==> config.mk <==
export PLATFORM = sky130hd
export DESIGN_NAME = rrd_pack
export DESIGN_NICKNAME = d
export VERILOG_FILES = /design/src/hdl/rrd_pkg.sv /design/src/hdl/rrd_pack.sv
export SDC_FILE = /design/constraint.sdc
export NUM_CORES = 1
export LEC_CHECK = 0
export CELL_PAD_IN_SITES_DETAIL_PLACEMENT = 1
export CELL_PAD_IN_SITES_GLOBAL_PLACEMENT = 1
export CORE_MARGIN = 2
export CORE_UTILIZATION = 49
export CTS_BUF_LIST = sky130_fd_sc_hd__clkbuf_8
export DETAILED_ROUTE_END_ITERATION = 16
export DONT_BUFFER_PORTS = 1
export GPL_TIMING_DRIVEN = 0
export PLACE_DENSITY = 0.79
export SKIP_LAST_GASP = 1
export SYNTH_ARGS = -nofsm -noshare
export SYNTH_HDL_FRONTEND = slang
export SYNTH_SLANG_ARGS = --single-unit
==> constraint.sdc <==
create_clock -name clk -period 5.76 [get_ports clk]
set_clock_uncertainty 0.15 [all_clocks]
set_input_delay 1.152 -clock clk [delete_from_list [all_inputs] [get_ports clk]]
set_output_delay 1.152 -clock clk [all_outputs]
set_load 0.02 [all_outputs]
==> src/hdl/rrd_pkg.sv <==
// Shared types and constants of the RGBE run-length scanline decoder.
// No dependencies; imported by the sequencer, the pixel packer and the top level.
package rrd_pkg;

  localparam int BYTE_W     = 8;
  localparam int COLUMN_W   = 12;
  localparam int ROW_W      = 15;
  localparam int WIDTH_W    = 13;
  localparam int SPAN_W     = 9;
  localparam int HDR_W      = 3;
  localparam int RGB_W      = 24;
  localparam int PIXEL_W    = 32;
  localparam int OUT_DATA_W = 96;
  localparam int CFG_IDX_W  = 1;
  localparam int CFG_DATA_W = 15;

  // Coding constants of the scanline format.
  localparam logic [BYTE_W-1:0] RUN_BIAS     = 8'd128;
  localparam logic [SPAN_W-1:0] LIT_FULL     = 9'd256;
  localparam logic [HDR_W-1:0]  HEADER_BYTES = 3'd4;
  localparam logic [1:0]        PLANE_E      = 2'd3;

  // Configuration register indexes.
  localparam logic [CFG_IDX_W-1:0] REG_WIDTH  = 1'b0;
  localparam logic [CFG_IDX_W-1:0] REG_HEIGHT = 1'b1;

  // One finished exponent byte handed from the sequencer to the packer.
  typedef struct packed {
    logic                vld;
    logic [BYTE_W-1:0]   e_byte;
    logic [COLUMN_W-1:0] col;
    logic [ROW_W-1:0]    row;
    logic                last;
    logic                ended;
    logic                done;
  } pix_evt_t;

endpackage

==> src/hdl/rrd_pack.sv <==
// Pixel packer: pairs neighboring pixels and holds the output register.
// Depends on rrd_pkg; fed by rrd_seq and the row store read data.
module rrd_pack (
  input  logic                             clk,
  input  logic                             rst_n,
  input  rrd_pkg::pix_evt_t                evt,
  input  logic [rrd_pkg::RGB_W-1:0]        rgb,
  output logic                             evt_take,
  output logic                             out_tvalid,
  input  logic                             out_tready,
  output logic [rrd_pkg::OUT_DATA_W-1:0]   out_tdata,
  output logic                             out_tuser,
  output logic                             out_tlast
);
  import rrd_pkg::*;

  logic                  have_left_r, have_left_nxt;
  logic [PIXEL_W-1:0]    left_r, left_nxt;
  logic [COLUMN_W-1:0]   left_col_r, left_col_nxt;
  logic                  out_vld_r, out_vld_nxt;
  logic [PIXEL_W-1:0]    o_left_r, o_left_nxt;
  logic [PIXEL_W-1:0]    o_right_r, o_right_nxt;
  logic                  o_rv_r, o_rv_nxt;
  logic [COLUMN_W-1:0]   o_col_r, o_col_nxt;
  logic [ROW_W-1:0]      o_row_r, o_row_nxt;
  logic                  o_last_r, o_last_nxt;
  logic                  o_rend_r, o_rend_nxt;
  logic                  o_iend_r, o_iend_nxt;
  logic [PIXEL_W-1:0]    pixel;
  logic                  slot_free;

  assign pixel     = {rgb, evt.e_byte};
  assign slot_free = !out_vld_r || out_tready;
  assign evt_take  = evt.vld && slot_free;

  // Pairing and output register update.
  always_comb begin
    have_left_nxt = have_left_r;
    left_nxt      = left_r;
    left_col_nxt  = left_col_r;
    out_vld_nxt   = out_vld_r && !out_tready;
    o_left_nxt    = o_left_r;
    o_right_nxt   = o_right_r;
    o_rv_nxt      = o_rv_r;
    o_col_nxt     = o_col_r;
    o_row_nxt     = o_row_r;
    o_last_nxt    = o_last_r;
    o_rend_nxt    = o_rend_r;
    o_iend_nxt    = o_iend_r;
    if (evt_take) begin
      if (have_left_r || evt.last) begin
        out_vld_nxt   = 1'b1;
        o_left_nxt    = have_left_r ? left_r : pixel;
        o_right_nxt   = have_left_r ? pixel : '0;
        o_rv_nxt      = have_left_r;
        o_col_nxt     = have_left_r ? left_col_r : evt.col;
        o_row_nxt     = evt.row;
        o_last_nxt    = evt.last;
        o_rend_nxt    = evt.last && evt.ended;
        o_iend_nxt    = evt.last && evt.done;
        have_left_nxt = 1'b0;
      end else begin
        left_nxt      = pixel;
        left_col_nxt  = evt.col;
        have_left_nxt = 1'b1;
      end
    end
  end

  always_ff @(posedge clk) begin
    if (!rst_n) begin
      have_left_r <= 1'b0;
      out_vld_r   <= 1'b0;
    end else begin
      have_left_r <= have_left_nxt;
      out_vld_r   <= out_vld_nxt;
    end
  end

  always_ff @(posedge clk) begin
    left_r     <= left_nxt;
    left_col_r <= left_col_nxt;
    o_left_r   <= o_left_nxt;
    o_right_r  <= o_right_nxt;
    o_rv_r     <= o_rv_nxt;
    o_col_r    <= o_col_nxt;
    o_row_r    <= o_row_nxt;
    o_last_r   <= o_last_nxt;
    o_rend_r   <= o_rend_nxt;
    o_iend_r   <= o_iend_nxt;
  end

  assign out_tvalid = out_vld_r;
  assign out_tuser  = o_rv_r;
  assign out_tlast  = o_last_r;
  assign out_tdata  = {3'b000, o_iend_r, o_rend_r, o_row_r, o_col_r, o_right_r, o_left_r};

  // A lone left pixel carries a zero right word.
  a_right_zero: assert property (@(posedge clk) disable iff (!rst_n)
    out_vld_r && !o_rv_r |-> (o_right_r == '0))
    else $error("right pixel not cleared");

  // Row end only on the last word of a burst.
  a_rend_last: assert property (@(posedge clk) disable iff (!rst_n)
    out_vld_r && o_rend_r |-> o_last_r)
    else $error("row end before end of burst");

  // A pending left pixel never survives the end of its burst.
  a_left_flush: assert property (@(posedge clk) disable iff (!rst_n)
    evt_take && evt.last |=> !have_left_r)
    else $error("left pixel left over after burst");

endmodule

==> Word level (Yosys, flattened, before mapping) <==
Cells that the tools add are included.
{ "totals": {"reg_bits": 141, "inputBits": 66, "output_inout_bits": 100} }
{ "classes": {"n_mux": 5, "bitwise": 1, "reduce_logical": 10} }
{ "op_table": {"columns": ["cell", "count"], "rows": [
  ["2-to-1 mux 32 bit", 1],
  ["2-to-1 mux 12 bit", 1],
  ["logical AND 1 bit", 4],
  ["AND reduction 2 bit", 2],
  ["2-to-1 mux 1 bit", 3],
  ["zero test 1 bit", 2],
  ["logical OR 1 bit", 2],
  ["inverter 1 bit", 1]
]} }

==> Longest topological paths before layout <==
{ "depth": {"word_depth": 4, "mapped_depth": 5, "mapped_depth_nobuf": 3} }

==> Least setup slack after synthesis <==
No wires, ideal clock.
{ "synth_path": {"path_kind": "input to register", "start": "input port out_tready", "end": "register o_col_r[0], enable pin", "arrival_time_ns": 5.342, "slack_ns": -0.285, "path_stages": 3, "cell_sequence": "nand2b_1 -> nand2_1 -> nor2_1"} }
{ "synth_via": {"elab_chain_len": 3} }
{ "synth_lines": {"columns": ["item", "line", "source"], "rows": [
  ["start: declaration", "rrd_pack.sv:10", "input logic out_tready,"],
  ["logical OR 1 bit", "rrd_pack.sv:33", "assign slot_free = !out_vld_r || out_tready;"],
  ["logical AND 1 bit", "rrd_pack.sv:34", "assign evt_take = evt.vld && slot_free;"],
  ["AND reduction 2 bit (no line)", null, null],
  ["end signal: assignment", "rrd_pack.sv:86", "o_col_r <= o_col_nxt;"],
  ["end: declaration", "rrd_pack.sv:24", "logic [COLUMN_W-1:0] o_col_r, o_col_nxt;"]
]} }
No other way between the ends.
A chain may end at the register's enable or synchronous reset.

==> Worst setup path in the final report <==
{ "layout_path": {"start": "input port out_tready", "end": "output port evt_take"} }
{ "layout_via": {"elab_chain_len": 2} }
{ "layout_lines": {"columns": ["item", "line", "source"], "rows": [
  ["logical OR 1 bit", "rrd_pack.sv:33", null],
  ["logical AND 1 bit", "rrd_pack.sv:34", null],
  ["end: declaration", "rrd_pack.sv:8", "output logic evt_take,"]
]} }
No other way between the ends.

==> impl_metrics.tcl <==
set metrics [dict create \
    num_rows 38 \
    worstPathCellList "nand2b_1 > nand2_1 > inv_1" \
    max_cap_violations 0 \
    wl_per_cell_um 22.3 \
    p_seq_share_pct 54.3 \
    slowest_delay_ns 0.24 \
    post-route-util_pct 56.9 \
    ff_latch_area_um2 4210 \
    end_kind "output pin" \
    htreeDepth 4 \
    cts_tree "built" \
    postCtsSetupBuffers 0 \
    die-area_um2 11700 \
    grt_pass1_wl_um 14000 \
    diodes 0 \
    antenna_found_initial 0 \
    cts_root_buf "clkbuf_8" \
    post-route-period-util_pct 52.4 \
    routed-wl-met2_um 4860 \
    ioPinCount 166 \
    gr-usage-all-layers_pct 16.9 \
    yosysSeqAreaShare_pct 79.2 \
    met3WireLength_um 849 \
    syn2layout_area_growth_pct 14.4 \
    syn-cell-area_um2 5320 \
    pwr-share-clk_pct 40.2 \
    syn_avg_cell_area_um2 21.7 \
    drc 0 \
    syn_inst 245 \
    drv_slew 0 \
    final_area_um2 6090 \
    min_path_cells 0 \
    hold_buffers 0 \
    grt_pass1_vias 2372 \
    vias 2217 \
    rsz0062_at_grt "no" \
    multiInputGateArea_um2 961 \
    clk_pin_slew_ns 0.08 \
    p_int_mw 1.84 \
    first_pass_iters 4 \
    ant_nets 0 \
    clk_latency_ns 0.42 \
    yosysWarnings 0 \
    crit_type "input pin to output pin" \
    cp.arrival_ns 1.72 \
    worst_slew_pin_slew_ns 0.891 \
    top_layer_used "met4" \
    initial_core_util_pct 49.7 \
    worstPathRequired_ns 4.46 \
    layout-drive-gt1-share_pct 34.0 \
    io_buffer_count 0 \
    relSlewSlack_pct 40.5 \
    routabilityCongestion 0.674 \
    p_sw_uw 487 \
    nets 338 \
    die-width_um 108 \
    wl_um 9490 \
    status "completed" \
    setup_viol 0 \
    grt_max_degree 36 \
    ctsResizeCount 0 \
    swShare_pct 20.9 \
    leakage_nw 2.17 \
    wl_met1_um 3630 \
    clock-sinks 141 \
    drtIter0Drc 87 \
    cp-start-kind "input pin" \
    period_minus_slack_ns 3.02 \
    synth.ff_latch_count 141 \
    ff2ff_path_depth 4 \
    clockBufferDepth 2 \
    crit_slowest_cell "nand2_1" \
    cts_buffers 17 \
    p_per_area_nw_per_um2 383 \
    vias_per_cell 5.22 \
    core_region_area_um2 10700 \
    combPwrFrac_pct 5.6 \
    grt.overflow.total 0 \
    hp-class "register to register" \
    vdd_ir_drop_max_mv 0.205 \
    finalSetupTns_ns 0 \
    yosysUniqueCellTypes 19 \
    power_mw 2.33 \
    placed_cell_area_um2 5610 \
    dp_hpwl_um 6350 \
    fmax_mhz 331 \
    fillers 925 \
    die_h_um 108 \
    crit_fanout 4 \
    hold_viol 0 \
]
-- cells by family after synthesis --
kind of cell,count (synthesis),synth area share [%]
AOI/OAI and AO/OA,2,0.306
buffers and inverters,15,3.13
DFF,141,79.2
muxes,45,12.6
other,1,0.0705
and+or+nand+nor,41,4.70
-- per-stage QoR --
stage | instances | hold WS, ns | setup slack (ns)
6_report | 425 | 0.326 | 2.74
3_3_place_gp | 387 | 0.290 | -1.09
4_1_cts | 425 | 0.328 | 2.73
5_1_grt | 425 | 0.328 | 2.70
2_1_floorplan | 247 | 0.281 | 0.722
3_5_place_dp | 393 | 0.295 | 2.74
-- worst max-delay path, delay by kind of cell --
kind / cells / cell delay (ns)
simple gates: 2 / 0.39
buf+inv: 1 / 0.18
-- cells in the mapped netlist --
master,number,area (um^2)
mux2i_1,1,10.0
nor2_4,1,11.3
inv_1,1,3.75
a21boi_0,1,7.51
buf_6,1,11.3
mux2_4,44,661
o21ai_2,1,8.76
nor3_1,1,5.00
nand2b_1,1,6.26
and2_1,34,213
buf_4,5,37.5
nor2_1,1,3.75
dfxtp_1,2,40.0
nand2_1,3,11.3
buf_2,2,10.0
conb_1,1,3.75
buf_12,5,100
clkbuf_1,1,3.75
edfxtp_1,139,4170
-- final timing paths --
check,from,to,slack [ns]
min,have_left_r,out_tuser,0.33
min reg2reg,have_left_r,out_tuser,0.33
max reg2reg,out_tvalid,o_left_r[18],3.51
max,out_tready,evt_take,2.74
-- sequential cells by signal (all words and copies together), names as in the netlist, 12 cells and up --
signal	flops
o_row_r	15
o_col_r	12
left_r	32
left_col_r	12
o_right_r	32
o_left_r	32
-- placed cells by master (no fill, tap or decap) --
cell type,count
edfxtp_1,139
mux2_4,44
and2_1,34
clkbuf_8,19
buf_12,7
bufinv_16,6
buf_4,5
buf_6,4
nand2_1,3
inv_1,3
conb_1,3
nor2_4,2
buf_2,2
clkinv_2,2
clkinvlp_4,2
dfxtp_1,2
nand2b_1,1
clkbuf_1,1
nor3_2,1
mux2i_1,1
o21ai_2,1
a21boi_0,1
clkinv_4,1
buf_8,1
-- power groups by stage --
stage	sequential [mW]	combinational, mW	clock [mW]
floorplan	1.28	0.100	0
global placement	1.29	0.116	0
detailed placement	1.29	0.132	0
CTS	1.27	0.133	0.962
global route	1.27	0.141	0.996
finish	1.27	0.130	0.936
-- area by class of cell --
type                    count  share of cell area (%)
flip-flops and latches    141                    69.2
clock inverters            13                    3.64
inverters                   1                  0.0617
well taps                 140                    2.88
repair buffers              6                    1.46
multi-input cells          91                    15.8
clock buffers              19                    4.30
plain buffers              14                    2.67
-- per-layer routing --
metal	global-route usage, %	vias up
met4	6.32	0
met2	27.8	114
met3	8.02	14
met1	19.3	1114
met5	0	-
li1	-	975
No activity file was read; power rests on OpenSTA's default activity.
