## src/hdl/rrd_pkg.sv

```systemverilog
// Shared types and constants of the RGBE run-length scanline decoder.
// No dependencies; imported by the sequencer, the pixel packer and the top level.
package rrd_pkg;

  localparam int BYTE_W     = 8;
  localparam int COLUMN_W   = 12;
  localparam int ROW_W      = 15;
  localparam int WIDTH_W    = 13;
  localparam int SPAN_W     = 9;
  localparam int HDR_W      = 3;
  localparam int RGB_W      = 24;
  localparam int PIXEL_W    = 32;
  localparam int OUT_DATA_W = 96;
  localparam int CFG_IDX_W  = 1;
  localparam int CFG_DATA_W = 15;

  // Coding constants of the scanline format.
  localparam logic [BYTE_W-1:0] RUN_BIAS     = 8'd128;
  localparam logic [SPAN_W-1:0] LIT_FULL     = 9'd256;
  localparam logic [HDR_W-1:0]  HEADER_BYTES = 3'd4;
  localparam logic [1:0]        PLANE_E      = 2'd3;

  // Configuration register indexes.
  localparam logic [CFG_IDX_W-1:0] REG_WIDTH  = 1'b0;
  localparam logic [CFG_IDX_W-1:0] REG_HEIGHT = 1'b1;

  // One finished exponent byte handed from the sequencer to the packer.
  typedef struct packed {
    logic                vld;
    logic [BYTE_W-1:0]   e_byte;
    logic [COLUMN_W-1:0] col;
    logic [ROW_W-1:0]    row;
    logic                last;
    logic                ended;
    logic                done;
  } pix_evt_t;

endpackage

```

## src/hdl/rrd_seq.sv

```systemverilog
// Byte sequencer: header skip, count/value parsing and the column write loop.
// Depends on rrd_pkg; drives the row store RAMs and feeds rrd_pack.
module rrd_seq #(
  parameter int MAX_WIDTH = 4096
) (
  input  logic                             clk,
  input  logic                             rst_n,
  input  logic [rrd_pkg::WIDTH_W-1:0]      image_width,
  input  logic [rrd_pkg::ROW_W-1:0]        image_height,
  input  logic                             byte_vld,
  output logic                             byte_rdy,
  input  logic [rrd_pkg::BYTE_W-1:0]       byte_in,
  output logic [2:0]                       row_we,
  output logic                             row_re,
  output logic [$clog2(MAX_WIDTH)-1:0]     row_addr,
  output logic [rrd_pkg::BYTE_W-1:0]       row_wdata,
  output rrd_pkg::pix_evt_t                evt,
  input  logic                             evt_take
);
  import rrd_pkg::*;

  localparam int COL_W = $clog2(MAX_WIDTH);

  localparam logic [1:0] S_IDLE = 2'd0;
  localparam logic [1:0] S_STEP = 2'd1;
  localparam logic [1:0] S_PIX  = 2'd2;

  logic [1:0]          state_r, state_nxt;
  logic [COL_W-1:0]    col_r, col_nxt;
  logic [1:0]          plane_r, plane_nxt;
  logic [ROW_W-1:0]    row_r, row_nxt;
  logic [HDR_W-1:0]    hdr_r, hdr_nxt;
  logic [SPAN_W-1:0]   span_r, span_nxt;
  logic                await_r, await_nxt;
  logic                done_r, done_nxt;
  logic [BYTE_W-1:0]   val_r, val_nxt;
  logic                lit_r, lit_nxt;
  logic [ROW_W-1:0]    brow_r, brow_nxt;
  logic [COLUMN_W-1:0] pcol_r, pcol_nxt;
  logic                plast_r, plast_nxt;
  logic                pended_r, pended_nxt;
  logic                pdone_r, pdone_nxt;

  logic [15:0]       w_ext, w_eff, h_ext, h_eff, col_inc, row_inc;
  logic              ended, last_row, burst_done;
  logic [SPAN_W-1:0] span_dec;

  // Effective width and height, clamped to the legal range.
  always_comb begin
    w_ext = {3'b000, image_width};
    if (w_ext == 16'd0) begin
      w_eff = 16'd1;
    end else if (w_ext > 16'(MAX_WIDTH)) begin
      w_eff = 16'(MAX_WIDTH);
    end else begin
      w_eff = w_ext;
    end
    h_ext = {1'b0, image_height};
    h_eff = (h_ext == 16'd0) ? 16'd1 : h_ext;
  end

  // Shared column and row step: one increment and compare each.
  assign col_inc    = 16'(col_r) + 16'd1;
  assign row_inc    = 16'(row_r) + 16'd1;
  assign ended      = (col_inc >= w_eff);
  assign last_row   = (row_inc >= h_eff);
  assign span_dec   = span_r - 9'd1;
  assign burst_done = ended || lit_r || (span_dec == '0);

  // Sequencer next state.
  always_comb begin
    state_nxt  = state_r;
    col_nxt    = col_r;
    plane_nxt  = plane_r;
    row_nxt    = row_r;
    hdr_nxt    = hdr_r;
    span_nxt   = span_r;
    await_nxt  = await_r;
    done_nxt   = done_r;
    val_nxt    = val_r;
    lit_nxt    = lit_r;
    brow_nxt   = brow_r;
    pcol_nxt   = pcol_r;
    plast_nxt  = plast_r;
    pended_nxt = pended_r;
    pdone_nxt  = pdone_r;
    row_we     = 3'b000;
    row_re     = 1'b0;

    unique case (state_r)
      S_IDLE: begin
        if (byte_vld) begin
          priority if (done_r) begin
            // Image complete: bytes are dropped.
          end else if (hdr_r != '0) begin
            hdr_nxt = hdr_r - 3'd1;
          end else if (!await_r && span_r == '0) begin
            if (byte_in > RUN_BIAS) begin
              await_nxt = 1'b1;
              span_nxt  = {1'b0, byte_in} - {1'b0, RUN_BIAS};
            end else begin
              span_nxt  = (byte_in == '0) ? LIT_FULL : {1'b0, byte_in};
            end
          end else if (await_r) begin
            await_nxt = 1'b0;
            val_nxt   = byte_in;
            lit_nxt   = 1'b0;
            brow_nxt  = row_r;
            state_nxt = S_STEP;
          end else begin
            val_nxt   = byte_in;
            lit_nxt   = 1'b1;
            brow_nxt  = row_r;
            state_nxt = S_STEP;
          end
        end
      end

      S_STEP: begin
        span_nxt   = span_dec;
        pcol_nxt   = COLUMN_W'(col_r);
        plast_nxt  = burst_done;
        pended_nxt = ended;
        pdone_nxt  = ended && (plane_r == PLANE_E) && last_row;
        if (plane_r == PLANE_E) begin
          row_re = 1'b1;
        end else begin
          row_we[plane_r] = 1'b1;
        end
        if (ended) begin
          col_nxt   = '0;
          span_nxt  = '0;
          await_nxt = 1'b0;
          if (plane_r == PLANE_E) begin
            plane_nxt = 2'd0;
            hdr_nxt   = HEADER_BYTES;
            if (last_row) begin
              done_nxt = 1'b1;
            end else begin
              row_nxt = ROW_W'(row_inc);
            end
          end else begin
            plane_nxt = plane_r + 2'd1;
          end
        end else begin
          col_nxt = COL_W'(col_inc);
        end
        if (plane_r == PLANE_E) begin
          state_nxt = S_PIX;
        end else if (burst_done) begin
          state_nxt = S_IDLE;
        end
      end

      S_PIX: begin
        if (evt_take) begin
          state_nxt = plast_r ? S_IDLE : S_STEP;
        end
      end

      default: begin
        state_nxt = S_IDLE;
      end
    endcase
  end

  // Control registers.
  always_ff @(posedge clk) begin
    if (!rst_n) begin
      state_r <= S_IDLE;
      col_r   <= '0;
      plane_r <= 2'd0;
      row_r   <= '0;
      hdr_r   <= HEADER_BYTES;
      span_r  <= '0;
      await_r <= 1'b0;
      done_r  <= 1'b0;
    end else begin
      state_r <= state_nxt;
      col_r   <= col_nxt;
      plane_r <= plane_nxt;
      row_r   <= row_nxt;
      hdr_r   <= hdr_nxt;
      span_r  <= span_nxt;
      await_r <= await_nxt;
      done_r  <= done_nxt;
    end
  end

  // Burst payload registers.
  always_ff @(posedge clk) begin
    val_r    <= val_nxt;
    lit_r    <= lit_nxt;
    brow_r   <= brow_nxt;
    pcol_r   <= pcol_nxt;
    plast_r  <= plast_nxt;
    pended_r <= pended_nxt;
    pdone_r  <= pdone_nxt;
  end

  assign byte_rdy  = (state_r == S_IDLE);
  assign row_addr  = col_r;
  assign row_wdata = val_r;

  always_comb begin
    evt.vld    = (state_r == S_PIX);
    evt.e_byte = val_r;
    evt.col    = pcol_r;
    evt.row    = brow_r;
    evt.last   = plast_r;
    evt.ended  = pended_r;
    evt.done   = pdone_r;
  end

  // The column counter never leaves the row store.
  a_col_range: assert property (@(posedge clk) disable iff (!rst_n)
    32'(col_r) < MAX_WIDTH)
    else $error("column counter beyond row store depth");

  // A pending run value always has a nonzero run length below the bias.
  a_await_span: assert property (@(posedge clk) disable iff (!rst_n)
    await_r |-> (span_r != '0) && (span_r < {1'b0, RUN_BIAS}))
    else $error("run awaits value with bad length");

  // A plane end always closes the burst that caused it.
  a_end_last: assert property (@(posedge clk) disable iff (!rst_n)
    (state_r == S_STEP) && ended |=> plast_r)
    else $error("plane end not marked as last of burst");

endmodule

```

## config.mk

```make
export PLATFORM = sky130hd
export DESIGN_NAME = rrd_seq
export DESIGN_NICKNAME = d
export VERILOG_FILES = /design/src/hdl/rrd_pkg.sv /design/src/hdl/rrd_seq.sv
export SDC_FILE = /design/constraint.sdc
export NUM_CORES = 1
export LEC_CHECK = 0
export ABC_AREA = 1
export BUFFER_PORTS_ARGS = -buffer_cell sky130_fd_sc_hd__buf_2
export CAP_MARGIN = 40
export CORE_MARGIN = 5
export CORE_UTILIZATION = 39
export CTS_CLUSTER_SIZE = 20
export DETAILED_ROUTE_END_ITERATION = 12
export PLACE_DENSITY = 0.64
export SYNTH_ARGS = -nofsm -noshare
export SYNTH_HDL_FRONTEND = slang
export SYNTH_SLANG_ARGS = --single-unit
```

## constraint.sdc

```tcl
create_clock -name clk -period 2.75 [get_ports clk]
set_input_delay 0.55 -clock clk [delete_from_list [all_inputs] [get_ports clk]]
set_output_delay 0.55 -clock clk [all_outputs]
set_load 0.02 [all_outputs]
```

== Yosys cells after proc, flatten, opt, wreduce, memory -nomap -nowiden ==
Index checks and enable logic that the tools add are counted.

* Register bits after elaboration: 84
* Output and inout bits: 64

* $add $sub $neg: 6
* Magnitude comparators: 6
* Equality and inequality tests: 14
* Muxes and demuxes: 42
* Bitwise operators: 4
* Reductions and logical operators: 23

{| class="wikitable"
|+ Operators with widths
! operator !! number
|-
| 2-to-1 mux 9 bit || 7
|-
| 2-to-1 mux 3 bit || 7
|-
| zero test 9 bit || 2
|-
| case mux 9 bit (2 select lines) || 1
|-
| AND reduction 6 bit || 3
|-
| adder 15 x 1 -> 16 bit (second input constant) || 1
|-
| >= comparator 13 x 16 -> 1 bit || 1
|-
| >= comparator 16 x 15 -> 1 bit || 1
|-
| 2-to-1 mux 16 bit || 1
|-
| 2-to-1 mux 2 bit || 8
|-
| zero test 15 bit || 1
|-
| 2-to-1 mux 15 bit || 1
|-
| adder 12 x 1 -> 13 bit (second input constant) || 1
|-
| > comparator 13 bit (second input constant) || 1
|-
| zero test 13 bit || 1
|-
| 2-to-1 mux 13 bit || 1
|-
| 2-to-1 mux 12 bit || 1
|-
| != test 2 bit (second input constant) || 6
|-
| 2-to-1 mux 1 bit || 11
|-
| AND reduction 5 bit || 2
|-
| subtractor 8 x 8 -> 9 bit (second input constant) || 1
|-
| subtractor 9 x 1 -> 9 bit (second input constant) || 1
|-
| > comparator 8 bit (second input constant) || 1
|-
| zero test 8 bit || 1
|-
| other kinds (22) || 33
|}

== Longest topological paths before layout ==
Gate-level depths: netlist of run 1.

* Word-level depth: 9
* Mapped depth: 22
* Gate-level depth less buffers: 22

== Worst setup path after synthesis of run 1 ==
Ideal clock, no wire load.

* Path type: register to register
* Start point: reg col_r[0] (netlist: row_addr[0])
* End point: reg row_r[11]
* Arrival: 2742 ps
* Required time: 2637 ps
* Setup slack: -104 ps
* Cell stages (with the launch flop): 18
* Path buffers: 1
* Period minus slack after synthesis: 2854 ps
* Cells stage by stage: dfxtp_1 > ha_1 > inv_1 > nor2_1 > and3_1 > nand3_1 > xor2_1 > ha_1 > nand2_1 > o21ai_0 > a21oi_1 > nand2_1 > nand2_1 > nor2_8 > buf_6 > nand2_1 > nand2_1 > nor2_1

* Word-level cells in the longest chain between the ends: 3

{| class="wikitable"
|+ RTL lines
! element !! RTL line !! text
|-
| start: declaration || rrd_seq.sv:29 || <nowiki>logic [COL_W-1:0] col_r, col_nxt;</nowiki>
|-
| start signal: assignment || rrd_seq.sv:180 || <nowiki>col_r <= col_nxt;</nowiki>
|-
| adder 12 x 1 -> 13 bit || rrd_seq.sv:63 || <nowiki>assign col_inc = 16'(col_r) + 16'd1;</nowiki>
|-
| >= comparator 13 x 16 -> 1 bit || rrd_seq.sv:65 || <nowiki>assign ended = (col_inc >= w_eff);</nowiki>
|-
| net ended || rrd_seq.sv:45 || <nowiki>logic ended, last_row, burst_done;</nowiki>
|-
| AND reduction 4 bit (no line) || n/a ||
|-
| end signal: assignment || rrd_seq.sv:182 || <nowiki>row_r <= row_nxt;</nowiki>
|-
| end: declaration || rrd_seq.sv:31 || <nowiki>logic [ROW_W-1:0] row_r, row_nxt;</nowiki>
|}

The timed path passes the listed nets, and every way through them passes these cells.
A chain may end at the register's enable or synchronous reset.

== Final worst setup path of run 1 ==
* Start point: reg row_r[1]
* End point: reg row_r[8]

* Word-level cells in the longest chain between the ends: 4

{| class="wikitable"
|+ RTL lines
! element !! RTL line !! text
|-
| adder 15 x 1 -> 16 bit || rrd_seq.sv:64 || <nowiki>assign row_inc = 16'(row_r) + 16'd1;</nowiki>
|-
| net row_inc[14] || rrd_seq.sv:44 || <nowiki>logic [15:0] w_ext, w_eff, h_ext, h_eff, col_inc, row_inc;</nowiki>
|-
| >= comparator 16 x 15 -> 1 bit || rrd_seq.sv:66 || <nowiki>assign last_row = (row_inc >= h_eff);</nowiki>
|-
| NOT 1 bit (no line) || n/a ||
|-
| AND reduction 4 bit (no line) || n/a ||
|}

The timed path passes the listed nets, and every way through them passes these cells.

==> results of run 1 <==
==> power breakdown <==
| group | switching, mW | internal [mW] |
|---|---|---|
| clock network | 0.500 | 0.732 |
| registers | 0.0674 | 1.45 |
| logic | 0.884 | 0.446 |
| total | 1.45 | 2.63 |
==> per-layer routing <==
metal  track usage (%)  vias up
met5                 0        -
met4             5.668        0
met3             4.286       22
met2             30.54      136
met1             23.09     2268
li1                  -     2454
==> final cells by class <==
type / instances / area [um^2]
fillers: 1118 / 5507
multi-input cells: 451 / 2780
flip-flops and latches: 84 / 2095
repair buffers: 194 / 1259
inverters: 96 / 360.3
clock buffers: 13 / 250.2
well taps: 172 / 215.2
clock inverters: 3 / 46.29
repair inverters: 1 / 5.005
==> sequential cells by signal, summed over array words and instances, names as in the netlist, 2 cells and up <==
register	cells
state_r	2
brow_r	15
row_wdata	8
pcol_r	12
row_addr	12
row_r	15
plane_r	2
hdr_r	3
span_r	9
==> path summary, 6_finish.rpt <==
check,slack [ps],start,cells after the start,end
worst min-delay path,420,byte_in[0],1,row_wdata[0]
worst min register to register,480,hdr_r[0],2,hdr_r[0]
worst max register to register,-70,row_r[1],21,row_r[8]
worst max-delay path,-70,row_r[1],21,row_r[8]
==> through the flow <==
| step | cells | total power, mW | worst slack (ps) |
|---|---|---|---|
| 4_1_cts | 1005 | 4.071 | -29.85 |
| 3_3_place_gp | 963 | 2.789 | -269.8 |
| 3_5_place_dp | 963 | 2.827 | -407.1 |
| 2_1_floorplan | 654 | 2.489 | 28.71 |
| 6_report | 1014 | 4.082 | -74.86 |
| 5_1_grt | 1014 | 4.368 | -260.7 |
==> layout by cell type, fill, tap and decap left out, types with 5 or more instances in the layout <==
cell,n
nand2_1,158
buf_2,104
inv_1,84
buf_4,82
nor2_1,70
a21oi_1,42
edfxtp_1,39
dfxtp_1,35
ha_1,32
nand3_1,22
xor2_1,12
nor2_2,11
inv_2,10
nor2_4,10
nand2_2,10
nand4_1,9
clkbuf_16,9
o21ai_0,8
nor3_1,7
nand2_4,6
buf_6,6
dfxtp_2,6
nand3_2,5
a21oi_2,5
ha_4,5
==> kinds of logic (layout without fill, tap and decap cells) <==
group	after synthesis	in the layout	share of synthesized area, %
AOI/OAI and AO/OA	65	65	6.945
adders and majority gates	38	38	9.596
DFF	84	84	41.82
and+or+nand+nor	330	330	28.31
xor gates and xnor gates	18	18	3.182
buffers and inverters	119	307	10.15
==> timing repair <==
action	4_1_cts	5_1_grt
gates cloned	3	2
pin swaps	30	28
hold endpoints to repair	0	0
setup endpoints to repair	16	47
resized for setup	50	64
buffers inserted	23	10
==> critical path, delay by kind of cell, from the launching register on <==
kind                       cells  cell delay, ps
AOI/OAI and AO/OA              1             200
adders and majority gates      2             370
buffers and inverters          4             450
DFF                            1             370
and+or+nand+nor               14            1350
==> impl_metrics.toml, run 1 <==
[run_status]
outcome = "finished, violations left"
violations = "negative setup slack"

[drt]
vias_per_cell = 4.813
wl_met2_mm = 6.569
highest_layer = "met4"
met1Wirelength_mm = 6.153
ant_nets = 0
wl_per_cell_um = 13.69
drt-initial-drc-count = 267
drt_pre_antenna_iters = 6
via_count = 4880
met3_length_um = 856
drc_errors = 0
routed_wirelength_mm = 13.88

[sta]
period_share_pct = 102.7
hold_ws_ps = 416.6
slew_viol_final = 0
fin_crit_ps = 2825
hold_viol = 0
tightest_slew_ps = 676.4
fin_ws_ps = -74.86
rsz0062_at_grt = "yes"
relSlewSlack_pct = 54.49
fin_skew_ps = 7.275
setup_violations = 15
max_freq_mhz = 354.0
setup-tns-final_ps = -778.3

[synthesis]
yosysMostFrequentCell = "nand2_1"
synth_cells = 654
synth_seq_cells = 84
synth_top_area_cell = "edfxtp_1"
ys_seq_area_share_pct = 41.82
ys_top_cells_by_area = "edfxtp_1 24%, dfxtp_1 18%, nand2_1 13%, ha_1 9.6%, inv_1 6.9%"
yosys-top-cells-count = "174 x nand2_1, 91 x inv_1, 87 x nor2_1"
synth_edf_count = 39
ys_warn_count = 0
synth_cell_type_count = 34
synth.avg_cell_area_um2 = 7.576
synth_nets = 732
async_flop_share_pct = 0
ys.flop_type = "dfxtp_1"
netlist_area_mm2 = 0.004955
yosysTopAreaCellShare_pct = 23.64

[clocking]
clock_tree.root_cell = "clkbuf_16"
hold_buffers = 0
cts_buffers = 9
clk-insertion-delay-late_ps = 350
cts.sinks = 84
htree_levels = 3
cts_tree = "yes"
clk_pin_slew_ps = 60
clockBufferDepth = 2

[global_route]
grt_first_pass_wirelength_mm = 21.59
grt_max_degree = 29
grt_pass1_vias = 4601
globalRouteOverflowTotal = 0
track_usage_pct = 18.17
antenna_found_initial = 0

[setup_path]
crit_path_start_kind = "register"
critical_path.max_fanout = 7
critical_path.max_stage_delay_ps = 370
worstSetupEndpointType = "register"
required_ps = 3030
arrival_ps = 3100
cpMaxStageDelayCell = "dfxtp_4"
critPathKind = "reg2reg"
worstPathCellList = "ha_4 > nand2_4 > nor3_4 > nand2_2 > inv_2 > nand3_4 > o21ai_2 > nand2_2 > ha_4 > and3_4 > nand2_4 > nor2_4 > nor2_2 > nand2_1 > inv_2 > nand3_4 > nor2_8 > buf_6 > buf_16 > nor2_4 > nor2_1"

[floorplanning]
row_count = 41
io_pins = 104
fp.dieW_um = 122.7
die_area_mm2 = 0.01506
initial_core_util_pct = 39.58
die_y_um = 122.7
core_mm2 = 0.01252

[place]
placed_area_mm2 = 0.005996
routabilityCongestion = 0.8565
dp_hpwl_mm = 9.501
port-buffer-count = 103

[layout]
design_area_mm2 = 0.007010
antenna_cells = 0
utilization_pct = 56.01
syn2layout_area_growth_pct = 41.49
final_layout_size_suffix_gt1_share_pct = 35.75
fin_nets = 915

[power]
ir_worst_vdd_mv = 0.3276
powerDensity_mw_per_mm2 = 582.2
p_leak_nw = 3.421

[hold_path]
hold_path_class = "in2reg"

[flow_run]
cap_violations = 0
(Power assumes the default switching activity.)
==> inputs of run 2 (changes only) <==
ABC_AREA = unset   (was 1)
CORE_UTILIZATION = 40   (was 39)
PLACE_DENSITY = 0.65   (was 0.64)
==> impl_metrics.toml, run 2 <==
[drt]
drt_pre_antenna_iters = 5
via_count = 4627
wl_per_cell_um = 15.82
drt-initial-drc-count = 247
drc_errors = 0
vias_per_cell = 5.252
routed_wirelength_mm = 13.94
ant_nets = 0

[global_route]
grt_max_degree = 32
antenna_found_initial = 0
track_usage_pct = 19.20
grt_first_pass_wirelength_mm = 22.66
globalRouteOverflowTotal = 0
grt_pass1_vias = 4737

[synthesis]
ys_seq_area_share_pct = 42.16
ys_warn_count = 0
yosys.area_share.simple_pct = 22.28
synth.avg_cell_area_um2 = 9.506
synth_edf_count = 39
yosysTopAreaCellShare_pct = 23.83
synth_top_area_cell = "edfxtp_1"
synth_nets = 595
synth-xor-area-share_pct = 5.881
synth_cells = 517
async_flop_share_pct = 0
ys_top_cells_by_area = "edfxtp_1 24%, dfxtp_1 18%, ha_1 9.7%, nand2_1 4.0%, xnor2_1 3.7%"
synth_cell_type_count = 65
synth_compound_area_share_pct = 12.70
synth.area.mux_share_pct = 1.222
yosysMostFrequentCell = "nand2_1"
yosys-top-cells-count = "53 x nand2_1, 48 x nor2_1, 45 x dfxtp_1"
synthAdderAreaFrac_pct = 9.674
synth_top_family_by_area = "simple AND/OR/NAND/NOR gates"
synth_seq_cells = 84
ys.flop_type = "dfxtp_1"
netlist_area_mm2 = 0.004915

[layout]
fillCellCount = 974
syn2layout_area_growth_pct = 44.98
fin_nets = 807
multi_input_area_mm2 = 0.002883
antenna_cells = 0
layout_common_cells = "119 x buf_4, 103 x buf_2, 51 x nand2_1, 40 x nor2_1, 39 x edfxtp_1"
final_layout_size_suffix_gt1_share_pct = 44.01
final_common_cell = "buf_4"
top_regs = "brow_r: 15 flops, row_r: 15 flops"
regArea_mm2 = 0.002101

[clocking]
cts_tree = "yes"
hold_buffers = 0
clk_pin_slew_ps = 60
htree_levels = 3
clockBufferDepth = 2
clk-insertion-delay-late_ps = 350
cts.sinks = 84
cts_buffers = 9
clock_tree.root_cell = "clkbuf_16"

[run_status]
outcome = "finished, violations left"
violations = "negative setup slack"

[hold_path]
hold_path_class = "in2reg"
min_from = "byte_in[5]"

[sta]
max_freq_mhz = 318.6
tightest_slew_ps = 721.3
rsz0062_at_grt = "yes"
fin_ws_ps = -388.6
fin_crit_ps = 3139
fin_skew_ps = 7.764
hold_viol = 0
slew_viol_final = 0
setup_violations = 47
hold_ws_ps = 406.5
period_share_pct = 114.1
relSlewSlack_pct = 51.47

[setup_path]
crit_top_cell = "and3_4"
startpoint = "row_addr[1]"
crit_path_start_kind = "register"
crit_buf_inv = 1
cpMaxStageDelayCell = "dfxtp_4"
worstPathCellList = "ha_4 > and3_4 > and3_4 > nand3_4 > nor2_4 > xor2_2 > ha_1 > and3_4 > nand3_4 > o21ai_4 > a21oi_4 > buf_6 > or3_4 > or3_4 > a21oi_2"
arrival_ps = 3430
r2r_start = "row_addr[1]"
worstSetupEndpointType = "register"
critical_path.max_stage_delay_ps = 370
critical_path.max_fanout = 5
cp_top_family = "simple AND/OR/NAND/NOR gates"
required_ps = 3040
critPathKind = "reg2reg"

[floorplanning]
die_area_mm2 = 0.01460
core_mm2 = 0.01201
fp.dieW_um = 120.8
row_count = 40
io_pins = 104
die_y_um = 120.8
initial_core_util_pct = 40.92

[power]
powerDensity_mw_per_mm2 = 529.0
total_power_mw = 3.769
p_leak_nw = 3.187
ir_worst_vdd_mv = 0.3271

[place]
routabilityCongestion = 0.8777
port-buffer-count = 103
dp_hpwl_mm = 9.717

[flow_run]
cap_violations = 0
-- run 2: cell types whose count changed in the layout (fill, tap and decap cells not counted), sizes merged, moves of 7 or more --
cell	previous run	this run
xnor2	2	21
nor4	7	14
buf	194	234
inv	94	27
nand2	174	53
o21ai	10	21
nor2	92	50
a21oi	47	30
nand2b	0	11
and3	2	10
-- run 2: final timing paths --
check,to,slack [ps],cells after the start
worst max-delay path,row_r[7],-390,15
worst min-delay path,row_wdata[5],410,1
worst max register to register,row_r[7],-390,15
worst min register to register,done_r,470,1
-- run 2: area by class of cell --
type | count | share of cell area, %
inverter | 28 | 1.475
clock inverter | 5 | 1.071
sequential | 84 | 29.48
multi-input combinational | 372 | 40.46
timing repair buffer | 234 | 21.67
tap | 147 | 2.581
clock buffer | 11 | 3.266
-- run 2: per-layer routing --
layer / share of wire (%) / GRT usage (%) / up-vias
met1: 42 / 23.69 / 2229
met4: 2.3 / 6.799 / 0
met3: 4.6 / 4.584 / 29
met2: 51 / 32.65 / 114
met5: 0 / 0 / -
li1: - / - / 2255
-- run 2: kinds of logic (layout without fill, tap and decap cells) --
logic type | count (synthesis) | count (layout)
multiplexers | 6 | 6
buffers and inverters | 61 | 278
adder cells (fa/ha/maj) | 38 | 38
XOR/XNOR | 33 | 33
flip-flops | 84 | 84
AND/OR/NAND/NOR | 202 | 202
AO/OA/AOI/OAI | 93 | 93
-- run 2: repair_timing --
action | 4_1_cts | 5_1_grt
endpoints found under the setup margin | 47 | 47
gates resized for setup | 29 | 31
pin swaps | 16 | 20
buffers inserted | 19 | 9
endpoints found under the hold margin | 0 | 0
-- run 2: where the power goes --
group / internal (mW) / switching, mW / leakage, nW
clock network: 0.791 / 0.493 / 0.147
logic: 0.393 / 0.611 / 2.30
registers: 1.39 / 0.0859 / 0.744
-- run 2: worst register-to-register path, stage by stage (launching register included) --
cell and delay (ps):
dfxtp_4 370, ha_4 130, and3_4 180, and3_4 200, nand3_4 110, nor2_4 140
xor2_2 90, ha_1 280, and3_4 210, nand3_4 110, o21ai_4 220, a21oi_4 70
buf_6 150, or3_4 340, or3_4 350, a21oi_2 130
-- run 2: stage by stage --
step	std cells	util [%]	TNS [ps]	setup slack [ps]	area [um^2]
global placement	839	52.79	-8035	-311.7	6341
detailed placement	839	52.79	-10670	-368.0	6341
global route	881	59.32	-18200	-508.4	7126
floorplan	517	-	-3213	-196.1	5065
finish	881	59.32	-11130	-388.6	7126
CTS	873	57.76	-10020	-336.7	6938
